$ cat config.mk
export PLATFORM = sky130hd
export DESIGN_NAME = imu_serial_frame_parser_unit
export DESIGN_NICKNAME = d
export VERILOG_FILES = /design/src/hw/rtl/imusfp_pkg.sv /design/src/hw/rtl/imusfp_frame.sv /design/src/hw/rtl/imusfp_store.sv /design/src/hw/rtl/imu_serial_frame_parser_unit.sv
export SDC_FILE = /design/constraint.sdc
export NUM_CORES = 1
export LEC_CHECK = 0
export BUFFER_PORTS_ARGS = -buffer_cell sky130_fd_sc_hd__buf_2
export CORE_AREA = 2 2 188 190
export DETAILED_ROUTE_END_ITERATION = 8
export DIE_AREA = 0 0 190 192
export PLACE_DENSITY = 0.7
export SLEW_MARGIN = 5
export SYNTH_ARGS = -nofsm -noshare
export SYNTH_HDL_FRONTEND = slang
export SYNTH_HIERARCHICAL = 1
export SYNTH_SLANG_ARGS = --single-unit
$ cat constraint.sdc
create_clock -name clk_i -period 6.71 [get_ports clk_i]
set_clock_uncertainty 0.2 [all_clocks]
set_input_delay 0.3355 -clock clk_i [delete_from_list [all_inputs] [get_ports clk_i]]
set_output_delay 0.3355 -clock clk_i [all_outputs]
set_load 0.02 [all_outputs]
$ cat src/hw/rtl/imusfp_pkg.sv
`default_nettype none

package imusfp_pkg;

  localparam logic [7:0] HDR_BYTE   = 8'h55;
  localparam logic [7:0] TYPE_ACCEL = 8'h51;
  localparam logic [7:0] TYPE_RATE  = 8'h52;
  localparam logic [7:0] TYPE_ANGLE = 8'h53;
  localparam logic [7:0] TYPE_QUAT  = 8'h59;

  localparam logic [3:0] CNT_WAIT   = 4'd0;
  localparam logic [3:0] CNT_TYPE   = 4'd1;
  localparam logic [3:0] CNT_PAY0   = 4'd2;
  localparam logic [3:0] CNT_CHECK  = 4'd10;

  localparam int unsigned MARK_ACCEL = 0;
  localparam int unsigned MARK_RATE  = 1;
  localparam int unsigned MARK_ANGLE = 2;
  localparam int unsigned MARK_QUAT  = 3;
  localparam logic [3:0]  MARKS_ALL  = 4'hF;

  localparam logic KIND_SAMPLE = 1'b0;
  localparam logic KIND_ERROR  = 1'b1;

  typedef struct packed {
    logic             done;
    logic             sum_ok;
    logic [7:0]       ftype;
    logic [3:0][15:0] words;
  } frame_evt_t;

  typedef struct packed {
    logic             kind;
    logic [2:0][15:0] accel;
    logic [2:0][15:0] rate;
    logic [3:0][15:0] quat;
    logic [31:0]      sample_number;
  } result_t;

  function automatic logic type_known(input logic [7:0] t);
    type_known = (t == TYPE_ACCEL) || (t == TYPE_RATE) ||
                 (t == TYPE_ANGLE) || (t == TYPE_QUAT);
  endfunction

endpackage

`default_nettype wire

$ cat src/hw/rtl/imusfp_frame.sv
`default_nettype none

module imusfp_frame
  import imusfp_pkg::*;
(
  input  wire logic       clk_i,
  input  wire logic       rst_ni,
  input  wire logic       en_i,
  input  wire logic [7:0] byte_i,
  output frame_evt_t      evt_o
);

  logic [3:0]      cnt_q, cnt_d;
  logic [7:0]      sum_q, sum_d;
  logic [7:0]      type_q;
  logic [7:0][7:0] pay_q;
  logic [3:0]      pay_off;
  logic [2:0]      pay_idx;

  assign pay_off = cnt_q - CNT_PAY0;
  assign pay_idx = pay_off[2:0];

  always_comb begin
    cnt_d = cnt_q;
    sum_d = sum_q;
    if (cnt_q == CNT_WAIT) begin
      if (byte_i == HDR_BYTE) begin
        cnt_d = CNT_TYPE;
        sum_d = byte_i;
      end
    end else if (cnt_q == CNT_CHECK) begin
      cnt_d = CNT_WAIT;
    end else begin
      cnt_d = cnt_q + 4'd1;
      sum_d = sum_q + byte_i;
    end
  end

  always_ff @(posedge clk_i or negedge rst_ni) begin
    if (!rst_ni) begin
      cnt_q <= CNT_WAIT;
      sum_q <= '0;
    end else if (en_i) begin
      cnt_q <= cnt_d;
      sum_q <= sum_d;
    end
  end

  always_ff @(posedge clk_i) begin
    if (en_i && cnt_q == CNT_TYPE) begin
      type_q <= byte_i;
    end
    if (en_i && cnt_q >= CNT_PAY0 && cnt_q < CNT_CHECK) begin
      pay_q[pay_idx] <= byte_i;
    end
  end

  assign evt_o.done   = en_i && (cnt_q == CNT_CHECK) && type_known(type_q);
  assign evt_o.sum_ok = (sum_q == byte_i);
  assign evt_o.ftype  = type_q;
  assign evt_o.words  = pay_q;

  assert property (@(posedge clk_i) disable iff (!rst_ni) cnt_q <= CNT_CHECK)
    else $error("frame byte count out of range");

  assert property (@(posedge clk_i) disable iff (!rst_ni)
    (en_i && cnt_q == CNT_WAIT && byte_i != HDR_BYTE) |=> cnt_q == CNT_WAIT)
    else $error("non-header byte opened a frame");

  assert property (@(posedge clk_i) disable iff (!rst_ni)
    evt_o.done |-> (en_i && cnt_q == CNT_CHECK))
    else $error("frame event outside the checksum byte");

endmodule

`default_nettype wire

$ cat src/hw/rtl/imusfp_store.sv
`default_nettype none

module imusfp_store
  import imusfp_pkg::*;
(
  input  wire logic       clk_i,
  input  wire logic       rst_ni,
  input  frame_evt_t      evt_i,
  output logic            res_vld_o,
  output result_t         res_o
);

  logic [2:0][15:0] accel_q, accel_d;
  logic [2:0][15:0] rate_q, rate_d;
  logic [3:0][15:0] quat_q, quat_d;
  logic [3:0]       marks_q, marks_d;
  logic [31:0]      count_q, count_d;
  logic [3:0]       marks_quat;

  assign marks_quat = marks_q | (4'b1 << MARK_QUAT);

  always_comb begin
    accel_d   = accel_q;
    rate_d    = rate_q;
    quat_d    = quat_q;
    marks_d   = marks_q;
    count_d   = count_q;
    res_vld_o = 1'b0;
    res_o     = '0;
    if (evt_i.done) begin
      if (!evt_i.sum_ok) begin
        res_vld_o  = 1'b1;
        res_o.kind = KIND_ERROR;
      end else begin
        unique case (evt_i.ftype)
          TYPE_ACCEL: begin
            accel_d             = evt_i.words[2:0];
            marks_d[MARK_ACCEL] = 1'b1;
          end
          TYPE_RATE: begin
            rate_d             = evt_i.words[2:0];
            marks_d[MARK_RATE] = 1'b1;
          end
          TYPE_ANGLE: begin
            marks_d[MARK_ANGLE] = 1'b1;
          end
          TYPE_QUAT: begin
            quat_d = evt_i.words;
            if (marks_quat == MARKS_ALL) begin
              marks_d             = '0;
              count_d             = count_q + 32'd1;
              res_vld_o           = 1'b1;
              res_o.kind          = KIND_SAMPLE;
              res_o.accel         = accel_q;
              res_o.rate          = rate_q;
              res_o.quat          = evt_i.words;
              res_o.sample_number = count_d;
            end else begin
              marks_d = marks_quat;
            end
          end
          default: begin
          end
        endcase
      end
    end
  end

  always_ff @(posedge clk_i or negedge rst_ni) begin
    if (!rst_ni) begin
      accel_q <= '0;
      rate_q  <= '0;
      quat_q  <= '0;
      marks_q <= '0;
      count_q <= '0;
    end else begin
      accel_q <= accel_d;
      rate_q  <= rate_d;
      quat_q  <= quat_d;
      marks_q <= marks_d;
      count_q <= count_d;
    end
  end

  assert property (@(posedge clk_i) disable iff (!rst_ni)
    (evt_i.done && !evt_i.sum_ok) |=> $stable(marks_q) && $stable(count_q))
    else $error("checksum failure changed sample state");

  assert property (@(posedge clk_i) disable iff (!rst_ni)
    (res_vld_o && res_o.kind == KIND_SAMPLE)
      |=> marks_q == '0 && count_q == $past(count_q) + 32'd1)
    else $error("sample emit did not clear marks or advance count");

  assert property (@(posedge clk_i) disable iff (!rst_ni)
    (res_vld_o && res_o.kind == KIND_ERROR) |-> res_o.sample_number == '0)
    else $error("error result carries a sample number");

endmodule

`default_nettype wire

$ cat src/hw/rtl/imu_serial_frame_parser_unit.sv
// IMU serial frame parser. Feed one received byte per item; frames open on
// header 0x55 and run 11 bytes ending in an additive checksum. A result leaves
// only for a completing quaternion frame (sample with all four frame types
// seen) or for a checksum failure on a known type. One byte is accepted every
// cycle while the result side keeps up. An accepted byte is parsed out of the
// input register, and a result is written into the result register when that
// register can advance and is presented from there.
// A stalled result holds back new bytes only while the result register is
// still occupied.
`default_nettype none

module imu_serial_frame_parser_unit
  import imusfp_pkg::*;
(
  input  wire logic               clk_i,
  input  wire logic               rst_ni,
  input  wire logic               in_valid_i,
  output logic                    in_stall_o,
  input  wire logic [7:0]         rx_byte_i,
  output logic                    out_valid_o,
  input  wire logic               out_stall_i,
  output logic                    kind_o,
  output logic signed [15:0]      accel_x_o,
  output logic signed [15:0]      accel_y_o,
  output logic signed [15:0]      accel_z_o,
  output logic signed [15:0]      rate_x_o,
  output logic signed [15:0]      rate_y_o,
  output logic signed [15:0]      rate_z_o,
  output logic signed [15:0]      quat_x_o,
  output logic signed [15:0]      quat_y_o,
  output logic signed [15:0]      quat_z_o,
  output logic signed [15:0]      quat_w_o,
  output logic [31:0]             sample_number_o
);

  logic       in_vld_q;
  logic [7:0] in_byte_q;
  logic       advance;
  logic       fire;
  frame_evt_t evt;
  logic       res_vld;
  result_t    res;
  logic       out_vld_q;
  result_t    out_q;

  assign advance    = !out_vld_q || !out_stall_i;
  assign fire       = in_vld_q && advance;
  assign in_stall_o = in_vld_q && !advance;

  always_ff @(posedge clk_i or negedge rst_ni) begin
    if (!rst_ni) begin
      in_vld_q <= 1'b0;
    end else if (!in_stall_o) begin
      in_vld_q <= in_valid_i;
    end
  end

  always_ff @(posedge clk_i) begin
    if (in_valid_i && !in_stall_o) begin
      in_byte_q <= rx_byte_i;
    end
  end

  imusfp_frame u_frame (
    .clk_i  (clk_i),
    .rst_ni (rst_ni),
    .en_i   (fire),
    .byte_i (in_byte_q),
    .evt_o  (evt)
  );

  imusfp_store u_store (
    .clk_i     (clk_i),
    .rst_ni    (rst_ni),
    .evt_i     (evt),
    .res_vld_o (res_vld),
    .res_o     (res)
  );

  always_ff @(posedge clk_i or negedge rst_ni) begin
    if (!rst_ni) begin
      out_vld_q <= 1'b0;
    end else if (advance) begin
      out_vld_q <= res_vld;
    end
  end

  always_ff @(posedge clk_i) begin
    if (advance && res_vld) begin
      out_q <= res;
    end
  end

  assign out_valid_o     = out_vld_q;
  assign kind_o          = out_q.kind;
  assign accel_x_o       = $signed(out_q.accel[0]);
  assign accel_y_o       = $signed(out_q.accel[1]);
  assign accel_z_o       = $signed(out_q.accel[2]);
  assign rate_x_o        = $signed(out_q.rate[0]);
  assign rate_y_o        = $signed(out_q.rate[1]);
  assign rate_z_o        = $signed(out_q.rate[2]);
  assign quat_x_o        = $signed(out_q.quat[0]);
  assign quat_y_o        = $signed(out_q.quat[1]);
  assign quat_z_o        = $signed(out_q.quat[2]);
  assign quat_w_o        = $signed(out_q.quat[3]);
  assign sample_number_o = out_q.sample_number;

  assert property (@(posedge clk_i) disable iff (!rst_ni)
    res_vld |-> fire)
    else $error("result produced without a byte in process");

  assert property (@(posedge clk_i) disable iff (!rst_ni)
    (out_valid_o && out_stall_i) |-> !fire)
    else $error("byte processed while result register blocked");

  assert property (@(posedge clk_i) disable iff (!rst_ni)
    (out_valid_o && kind_o == KIND_SAMPLE) |-> sample_number_o != '0)
    else $error("sample result without a sample number");

endmodule

`default_nettype wire

==> results.json, run 1 <==
{
  "run_status": "completed",
  "antenna_found_initial": 0,
  "dr.pass1.iters": 5,
  "gp_congestion": 0.8274,
  "final_cell_area_um2": 19320,
  "worstPathArrival_ns": 4.30,
  "slew_headroom_pct": 15.18,
  "async_reset_ff_share_pct": 34.69,
  "vias": 8930,
  "hold_class": "input port to asynchronous set/reset pin",
  "synth_top_family_by_area": "simple AND/OR/NAND/NOR gates",
  "holdBufCountCts": 12,
  "fmax_mhz": 244.6,
  "final-setup-viol-count": 0,
  "post-route-drc-count": 0,
  "htree_levels": 2,
  "synth_area_um2": 16370,
  "ys_seq_area_share_pct": 72.25,
  "cts_buffer_depth": 3,
  "diodes": 0,
  "drtIter0Drc": 546,
  "fp.dieArea_um2": 36480,
  "synth_xor_area_share_pct": 3.424,
  "post-cts-setup-buffers": 0,
  "path_clk_slew_ns": 0.06,
  "chipHeight_um": 192,
  "rr_endpoint": "u_store/accel_q[10]",
  "r2r_cells": 8,
  "initial_core_util_pct": 47.74,
  "grt_start_max_net_pins": 178,
  "grt_pass1_vias": 8943,
  "routed_wl_mm": 32.27,
  "cts_buffers": 43,
  "antenna_left": 0,
  "cts_resized": 0,
  "clock-sinks": 418,
  "synth_compound_area_share_pct": 2.056,
  "synth_top_area_share_pct": 50.08,
  "finalCriticalPeriod_ns": 4.089,
  "io_buffers": 206,
  "syn_nets": 1074,
  "start_kind": "flip-flop",
  "synthTopCellsByArea": "edfxtp_1 (50%), dfrtp_1 (22%), and2_1 (6.3%)",
  "area_delta_synth_final_pct": 18.05,
  "synthSimpleGateAreaFrac_pct": 12.63,
  "avgRoutedWirePerCell_um": 18.33,
  "yosys_warnings": 6,
  "ys_ff_latch": 418,
  "worst_slew_pin_slew_ns": 1.262,
  "cp-end-kind": "flip-flop",
  "p_sw_mw": 1.264,
  "slew_viol_final": 0,
  "synthAdderAreaFrac_pct": 1.040,
  "p_seq_share_pct": 52.3,
  "rows": 68,
  "r2r_slack_ns": 2.62,
  "combPwrFrac_pct": 7.2,
  "maxCapViolations": 0,
  "synth_cells": 1049,
  "swShare_pct": 22.74,
  "pin_count": 207,
  "r2r_start": "in_byte_q[1]",
  "peakVddDrop_mv": 0.1590,
  "rsz0062_at_grt": "no",
  "grt_use_total_pct": 17.87,
  "cts_tree": "done",
  "synthMuxAreaShare_pct": 7.108,
  "setup-tns-final_ns": 0,
  "synthDistinctLibCells": 61,
  "final_layout_size_suffix_gt1_share_pct": 30.65,
  "totalPowerFinal_mw": 5.557,
  "postSynthAreaPerCell_um2": 15.60,
  "overflow": 0,
  "setup.worst_path.class": "flip-flop to flip-flop",
  "cts_root_buffer": "clkbuf_16",
  "clockPowerShare_pct": 40.5,
  "fin_crit_sh_pct": 60.94,
  "yosysTopAreaCell": "edfxtp_1",
  "total_leakage_power_nw": 7.162,
  "ys.flop_type": "edfxtp_1",
  "grt_pass1_wl_mm": 50.09,
  "powerDensity_nw_per_um2": 287.6,
  "placed_cell_area_um2": 17870,
  "crit_required_ns": 6.93,
  "finalHoldViolCount": 0,
  "core_area_um2": 34290,
  "hpwl_mm": 19.56,
  "vias_per_cell": 5.074,
  "synth-edff-count": 273,
  "intPower_mw": 4.293,
  "fin_nets": 1296,
  "clock_latency_ns": 0.54,
  "die_w_um": 190,
  "cp_max_fo": 49
}
## power by group through the flow
stage	combinational [mW]	sequential, mW	clock [mW]
finish	0.397	2.91	2.25
global route	0.437	2.92	2.40
CTS	0.394	2.91	2.31
detailed placement	0.387	2.96	0
global placement	0.374	2.96	0
floorplan	0.316	2.91	0
## logic make-up after synthesis
kind of cell    count (synthesis)
buf+inv                        52
mux                            97
simple gates                  361
flops                         418
xor+xnor                       64
compound gates                 44
fa+ha+maj                      13
## critical path, stage by stage (launching register included)
cell	delay, ns
edfxtp_1	0.82
ha_1	0.39
nor4_1	0.19
nand2_1	0.09
nor4_1	0.40
nand4b_1	0.21
or2_1	0.31
or4b_4	0.89
mux2_4	0.43
## state kept, by name (all words and copies together) (netlist names), 3 cells and up
signal           cells
u_store/marks_q      3
rate_z_o            16
rate_y_o            16
u_frame/cnt_q        4
accel_x_o           16
u_store/count_q     32
u_frame/evt_o       64
in_byte_q            8
quat_x_o            16
quat_w_o            16
quat_z_o            16
sample_number_o     32
quat_y_o            16
u_store/accel_q     48
u_frame/type_q       8
rate_x_o            16
u_frame/sum_q        8
accel_y_o           16
u_store/rate_q      48
accel_z_o           16
## worst max-delay path by stage
| stage | startpoint | to | slack (ns) |
|---|---|---|---|
| floorplan | u_frame/cnt_q[0] | accel_x_o[0] | 2.07 |
| global placement | in_byte_q[1] | u_store/rate_q[9] | 2.61 |
| detailed placement | in_byte_q[1] | u_store/rate_q[13] | 2.58 |
| CTS | in_byte_q[1] | u_store/rate_q[26] | 2.57 |
| global route | in_byte_q[1] | u_store/count_q[21] | 2.34 |
| finish | in_byte_q[1] | u_store/accel_q[10] | 2.62 |
## synth_stat cells, types with 8 or more instances
master,count
nand4_1,17
a21oi_1,8
nor3_1,12
edfxtp_1,273
and2_1,166
mux2_2,78
o21ai_0,8
xor2_1,35
clkbuf_1,32
nor4_1,10
ha_1,12
nand3_1,14
nor2_1,57
xnor2_1,29
nand2_1,40
dfrtp_1,145
mux2_4,19
## cell usage in the layout, fill, tap and decap left out, drive strengths merged, types with 12 or more instances in the layout
master | netlist | final
nand3 | 15 | 15
and2 | 166 | 166
buf | 15 | 212
dlygate4sd3 | 0 | 12
clkinv | 0 | 12
edfxtp | 273 | 273
xnor2 | 29 | 29
nor3 | 12 | 12
ha | 12 | 12
clkbuf | 32 | 64
nand4 | 17 | 17
nand2 | 40 | 40
nor2 | 61 | 61
mux2 | 97 | 97
dfrtp | 145 | 145
xor2 | 35 | 35
## metal layers
| metal | wire length [µm] | GRT usage (%) | share of wire, % |
|---|---|---|---|
| met1 | 14530 | 25.01 | 45 |
| met2 | 15470 | 28.76 | 48 |
| met3 | 1469 | 2.997 | 4.6 |
| met5 | 0 | 0 | 0 |
| met4 | 797 | 5.665 | 2.5 |
## area by class of cell
type                    count  area, µm²
fillers                  2726      14960
flip-flops and latches    418      11830
multi-input cells         579       4344
clock buffers              64       1227
repair buffers            224       1227
well taps                 455      569.3
clock inverters            15      110.1
inverters                   5      18.77
## per-stage QoR
step | instances | hold WS [ns] | utilization, % | worst slack [ns]
floorplan | 1049 | -0.1601 | - | 2.066
global placement | 1669 | 0.2566 | 52.11 | 2.607
detailed placement | 1669 | 0.2673 | 52.11 | 2.584
CTS | 1760 | 0.2801 | 56.36 | 2.571
global route | 1760 | 0.2917 | 56.36 | 2.340
finish | 1760 | 0.2518 | 56.36 | 2.621
Note: power is estimated with default switching activity, not from simulation.
==> run 2: changes to the inputs <==
--- a/config.mk
+++ b/config.mk
@@ -5,10 +5,11 @@
 export SDC_FILE = /design/constraint.sdc
 export NUM_CORES = 1
 export LEC_CHECK = 0
+export ABC_AREA = 1
 export BUFFER_PORTS_ARGS = -buffer_cell sky130_fd_sc_hd__buf_2
-export CORE_AREA = 2 2 188 190
+export CORE_AREA = 2 2 191 193
 export DETAILED_ROUTE_END_ITERATION = 8
-export DIE_AREA = 0 0 190 192
+export DIE_AREA = 0 0 193 195
 export PLACE_DENSITY = 0.7
 export SLEW_MARGIN = 5
 export SYNTH_ARGS = -nofsm -noshare
==> constraint.sdc (replaced) <==
create_clock -name clk_i -period 3.45 [get_ports clk_i]
set_clock_uncertainty 0.2 [all_clocks]
set_input_delay 0.1725 -clock clk_i [delete_from_list [all_inputs] [get_ports clk_i]]
set_output_delay 0.1725 -clock clk_i [all_outputs]
set_load 0.02 [all_outputs]
==> results.json, run 2 <==
{
  "run_status": "completed",
  "setup-tns-final_ns": 0,
  "layout_common_cells": "nand2_1 (345), edfxtp_1 (273), nor2_1 (270), inv_1 (237), buf_2 (205)",
  "antenna_left": 0,
  "yosys_warnings": 6,
  "drtIter0Drc": 924,
  "synth-edff-count": 273,
  "fillers": 3032,
  "cts_resized": 0,
  "grt_use_total_pct": 20.16,
  "clock_latency_ns": 0.55,
  "final_common_cell": "nand2_1",
  "cts_tree": "done",
  "initial_core_util_pct": 47.90,
  "yosysTopAreaCell": "edfxtp_1",
  "setup.worst_path.class": "flip-flop to flip-flop",
  "routed_wl_mm": 37.56,
  "cts_buffers": 42,
  "largest_register_ffs": 64,
  "postSynthAreaPerCell_um2": 10.67,
  "ys_seq_area_share_pct": 69.75,
  "placed_cell_area_um2": 18580,
  "vias": 11420,
  "grt_start_max_net_pins": 128,
  "worst_slew_pin_slew_ns": 0.8875,
  "antenna_found_initial": 0,
  "grt_pass1_wl_mm": 58.93,
  "finalCriticalPeriod_ns": 2.969,
  "async_reset_ff_share_pct": 34.69,
  "syn_nets": 1614,
  "cts_buffer_depth": 3,
  "synth_area_um2": 16960,
  "fmax_mhz": 336.8,
  "grt_pass1_vias": 11018,
  "hold_class": "input port to asynchronous set/reset pin",
  "crit_required_ns": 3.42,
  "dp_slack_ns": 0.4928,
  "synthDistinctLibCells": 40,
  "synth_top_area_share_pct": 48.35,
  "pin_count": 207,
  "setup_ws_ns": 0.4808,
  "rsz0062_at_grt": "no",
  "fp.dieArea_um2": 37640,
  "cp-end-kind": "flip-flop",
  "rows": 69,
  "holdBufCountCts": 12,
  "yosys-top-cells-count": "nand2_1 (346), edfxtp_1 (273), nor2_1 (272)",
  "clock-sinks": 418,
  "final-setup-viol-count": 0,
  "peakVddDrop_mv": 0.4880,
  "total_leakage_power_nw": 7.843,
  "final_layout_size_suffix_gt1_share_pct": 17.48,
  "area_delta_synth_final_pct": 18.26,
  "r2r_start": "out_valid_o",
  "htree_levels": 2,
  "diodes": 0,
  "fin_nets": 1851,
  "vias_per_cell": 4.922,
  "fin_crit_sh_pct": 86.07,
  "post-route-drc-count": 0,
  "synth_cells": 1589,
  "finalHoldViolCount": 0,
  "chipHeight_um": 195,
  "io_buffers": 206,
  "gp_congestion": 0.8888,
  "ys_ff_latch": 418,
  "startpoint": "out_valid_o",
  "slew_viol_final": 0,
  "cts_root_buffer": "clkbuf_16",
  "hpwl_mm": 24.34,
  "worst_hold_slack_ns": 0.1035,
  "dr.pass1.iters": 5,
  "overflow": 0,
  "worstPathArrival_ns": 2.94,
  "post-cts-setup-buffers": 0,
  "ys.flop_type": "edfxtp_1",
  "slew_headroom_pct": 40.61,
  "synthTopCellsByArea": "edfxtp_1 (48%), dfrtp_1 (21%), nand2_1 (7.7%)",
  "totalPowerFinal_mw": 11.07,
  "start_kind": "flip-flop",
  "core_area_um2": 35400,
  "die_w_um": 193,
  "cp_max_fo": 106,
  "maxCapViolations": 0,
  "powerDensity_nw_per_um2": 552.0,
  "path_clk_slew_ns": 0.06,
  "final_cell_area_um2": 20050,
  "yosysMostFrequentCell": "nand2_1",
  "avgRoutedWirePerCell_um": 16.19
}
## run 2: kinds of logic after synthesis
family	after synthesis	synth area share (%)
simple gates	718	17.43
flops	418	69.75
buf+inv	290	6.900
compound gates	133	4.022
xor+xnor	15	0.7748
fa+ha+maj	13	1.004
mux	2	0.1181
## run 2: through the flow
step	instances	utilization (%)
after floorplan	1589	-
after global placement	2231	52.49
after detailed placement	2231	52.49
after CTS	2320	56.65
after global routing	2320	56.65
final	2320	56.65
## run 2: layout make-up
class / instances / area, µm² / area share [%]
sequential: 418 / 11830 / 58.99
multi-input combinational: 881 / 3995 / 19.92
timing repair buffer: 241 / 1393 / 6.945
clock buffer: 54 / 1106 / 5.516
inverter: 242 / 908.4 / 4.530
tap: 461 / 576.8 / 2.877
clock inverter: 23 / 245.2 / 1.223
## run 2: worst max-delay path, stage by stage (launching register included)
cell	delay (ns)
dfrtp_2	0.43
nand2_2	0.08
inv_2	0.06
nor2_4	0.17
o211ai_1	0.13
nor3_2	0.24
inv_1	0.10
nor2_1	0.14
nand3_1	0.12
o21ai_1	0.12
inv_1	0.10
nor2_4	0.16
buf_12	0.43
## run 2: metal layers
metal  share of wire [%]  up-vias  track usage (%)
li1                    -     5547                -
met1                  45     5488            28.92
met2                  47      336            31.90
met3                 6.2       49            3.577
met4                 1.7        0            5.443
met5                   0        -                0
## run 2: report_power, final
part           leakage (nW)  switching (mW)  internal [mW]  total (mW)
Combinational          3.38           0.676          0.325        1.00
Clock                 0.664            1.88           2.59        4.47
Sequential             3.80           0.102           5.50        5.60
Total                  7.84            2.65           8.41        11.1
## run 2: path summary, 6_finish.rpt
check | end | slack (ns) | cells after the start
worst min register to register | u_store/accel_q[12] | 0.29 | 2
worst max-delay path | accel_y_o[14] | 0.48 | 12
worst max register to register | accel_y_o[14] | 0.48 | 12
worst min-delay path | u_store/rate_q[4] | 0.10 | 2
max in group asynchronous | u_store/count_q[7] | 2.10 | 3
min in group clk_i | in_byte_q[3] | 0.14 | 2
==> run 3: changes to the inputs <==
--- a/config.mk
+++ b/config.mk
@@ -10,7 +10,7 @@
 export CORE_AREA = 2 2 191 193
 export DETAILED_ROUTE_END_ITERATION = 8
 export DIE_AREA = 0 0 193 195
-export PLACE_DENSITY = 0.7
+export PLACE_DENSITY = 0.68
 export SLEW_MARGIN = 5
 export SYNTH_ARGS = -nofsm -noshare
 export SYNTH_HDL_FRONTEND = slang
==> constraint.sdc (replaced) <==
create_clock -name clk_i -period 3.04 [get_ports clk_i]
set_clock_uncertainty 0.2 [all_clocks]
set_input_delay 0.152 -clock clk_i [delete_from_list [all_inputs] [get_ports clk_i]]
set_output_delay 0.152 -clock clk_i [all_outputs]
set_load 0.02 [all_outputs]
==> results.json, run 3 (synthesis gave the netlist of run 2 again) <==
{
  "worst_hold_slack_ns": 0.001060,
  "post-route-drc-count": 0,
  "io_buffers": 206,
  "drtIter0Drc": 907,
  "setup.worst_path.class": "flip-flop to flip-flop",
  "cts_buffer_depth": 3,
  "rows": 69,
  "final_common_cell": "nand2_1",
  "powerDensity_nw_per_um2": 609.1,
  "fin_crit_sh_pct": 91.27,
  "grt_pass1_vias": 10838,
  "crit_required_ns": 3.10,
  "core_area_um2": 35400,
  "vias": 11483,
  "setup_ws_ns": 0.2653,
  "worstPathArrival_ns": 2.83,
  "fin_nets": 1868,
  "grt_start_max_net_pins": 113,
  "fmax_mhz": 360.4,
  "pin_count": 207,
  "routed_wl_mm": 37.90,
  "dp_slack_ns": 0.2301,
  "final-setup-viol-count": 0,
  "cts_root_buffer": "clkbuf_16",
  "htree_levels": 2,
  "initial_core_util_pct": 47.90,
  "final_layout_size_suffix_gt1_share_pct": 17.85,
  "start_kind": "flip-flop",
  "fp.dieArea_um2": 37640,
  "grt_use_total_pct": 20.29,
  "chipHeight_um": 195,
  "cp-end-kind": "flip-flop",
  "largest_register_ffs": 64,
  "layout_common_cells": "nand2_1 (345), edfxtp_1 (273), nor2_1 (270), inv_1 (237), buf_2 (205)",
  "setup-tns-final_ns": 0,
  "clock_latency_ns": 0.55,
  "peakVddDrop_mv": 0.4358,
  "crit_chain": "inv_2, nand2_2, nor3_2, inv_2, nor3_2, inv_1, nor2_1, nand3_1, o21ai_1, inv_1, nor2_4, buf_12, buf_12",
  "path_clk_slew_ns": 0.06,
  "antenna_left": 0,
  "maxCapViolations": 0,
  "area_delta_synth_final_pct": 19.24,
  "placed_cell_area_um2": 18750,
  "total_leakage_power_nw": 7.917,
  "vias_per_cell": 4.911,
  "final_cell_area_um2": 20220,
  "hpwl_mm": 25.29,
  "avgRoutedWirePerCell_um": 16.21,
  "antenna_found_initial": 0,
  "grt_pass1_wl_mm": 59.22,
  "worst_slew_pin_slew_ns": 0.6534,
  "slew_viol_final": 0,
  "diodes": 0,
  "overflow": 0,
  "cts_buffers": 42,
  "cp_max_fo": 31,
  "run_status": "completed",
  "cpPeakStageDelay_ns": 0.43,
  "cts_tree": "done",
  "clock-sinks": 418,
  "slew_headroom_pct": 56.28,
  "finalHoldViolCount": 0,
  "dr.pass1.iters": 5,
  "rsz0062_at_grt": "no",
  "finalCriticalPeriod_ns": 2.775,
  "hold_class": "input port to asynchronous set/reset pin",
  "cp_slowest_cell": "dfrtp_1",
  "gp_congestion": 0.8983,
  "totalPowerFinal_mw": 12.31,
  "die_w_um": 193
}
## run 3: cell types whose count changed in the layout (fill, tap and decap cells not counted), sizes merged
cell | before | now
clkinv | 18 | 14
bufinv | 4 | 1
clkbuf | 54 | 62
clkinvlp | 0 | 1
buf | 229 | 245
## run 3: timing repair
action                                  4_1_cts  5_1_grt
resized for setup                             0        1
buffers inserted                              0        1
endpoints found under the setup margin        0       62
hold endpoints to repair                    163        0
hold buffers                                 13        0
## run 3: metal layers
metal	vias to the layer above	part of all wire, %	GRT usage [%]
met5	-	0	0
met4	0	2.2	5.724
met3	54	6.1	3.451
met2	345	45	30.11
met1	5505	47	30.96
li1	5579	-	-
## run 3: metrics by stage
step | util, % | std cells
after floorplan | - | 1589
after global placement | 52.97 | 2245
after detailed placement | 52.97 | 2245
after CTS | 57.01 | 2336
after global routing | 57.12 | 2338
final | 57.12 | 2338
## run 3: critical path: cells and delay by family, from the launching register on
family,cells,cell delay [ns]
AOI/OAI and AO/OA,1,0.11
DFF,1,0.43
buffers and inverters,6,0.88
and+or+nand+nor,6,0.83
## run 3: final cells by class
type / instances / area, µm²
timing repair buffer: 258 / 1624
tap: 461 / 576.8
sequential: 418 / 11830
fill: 3036 / 15180
clock inverter: 17 / 142.6
multi-input combinational: 881 / 3995
inverter: 242 / 908.4
clock buffer: 61 / 1142
## run 3: worst paths after layout
path	slack, ns	start	cells after the start	to
min in group clk_i	0.12	rx_byte_i[5]	2	in_byte_q[5]
max reg2reg	0.27	u_frame/cnt_q[2]	13	accel_y_o[9]
min	0.001	rst_ni	3	u_store/rate_q[2]
min reg2reg	0.28	u_store/accel_q[22]	2	u_store/accel_q[22]
max in group asynchronous	2.34	rst_ni	3	out_valid_o
max	0.27	u_frame/cnt_q[2]	13	accel_y_o[9]
## run 3: power by group
part           internal, mW  switching (mW)  total, mW  leakage [nW]
combinational         0.386           0.753       1.14          3.50
clock                  2.72            2.10       4.82         0.617
sequential             6.24           0.117       6.36          3.80
total                  9.34            2.97       12.3          7.92
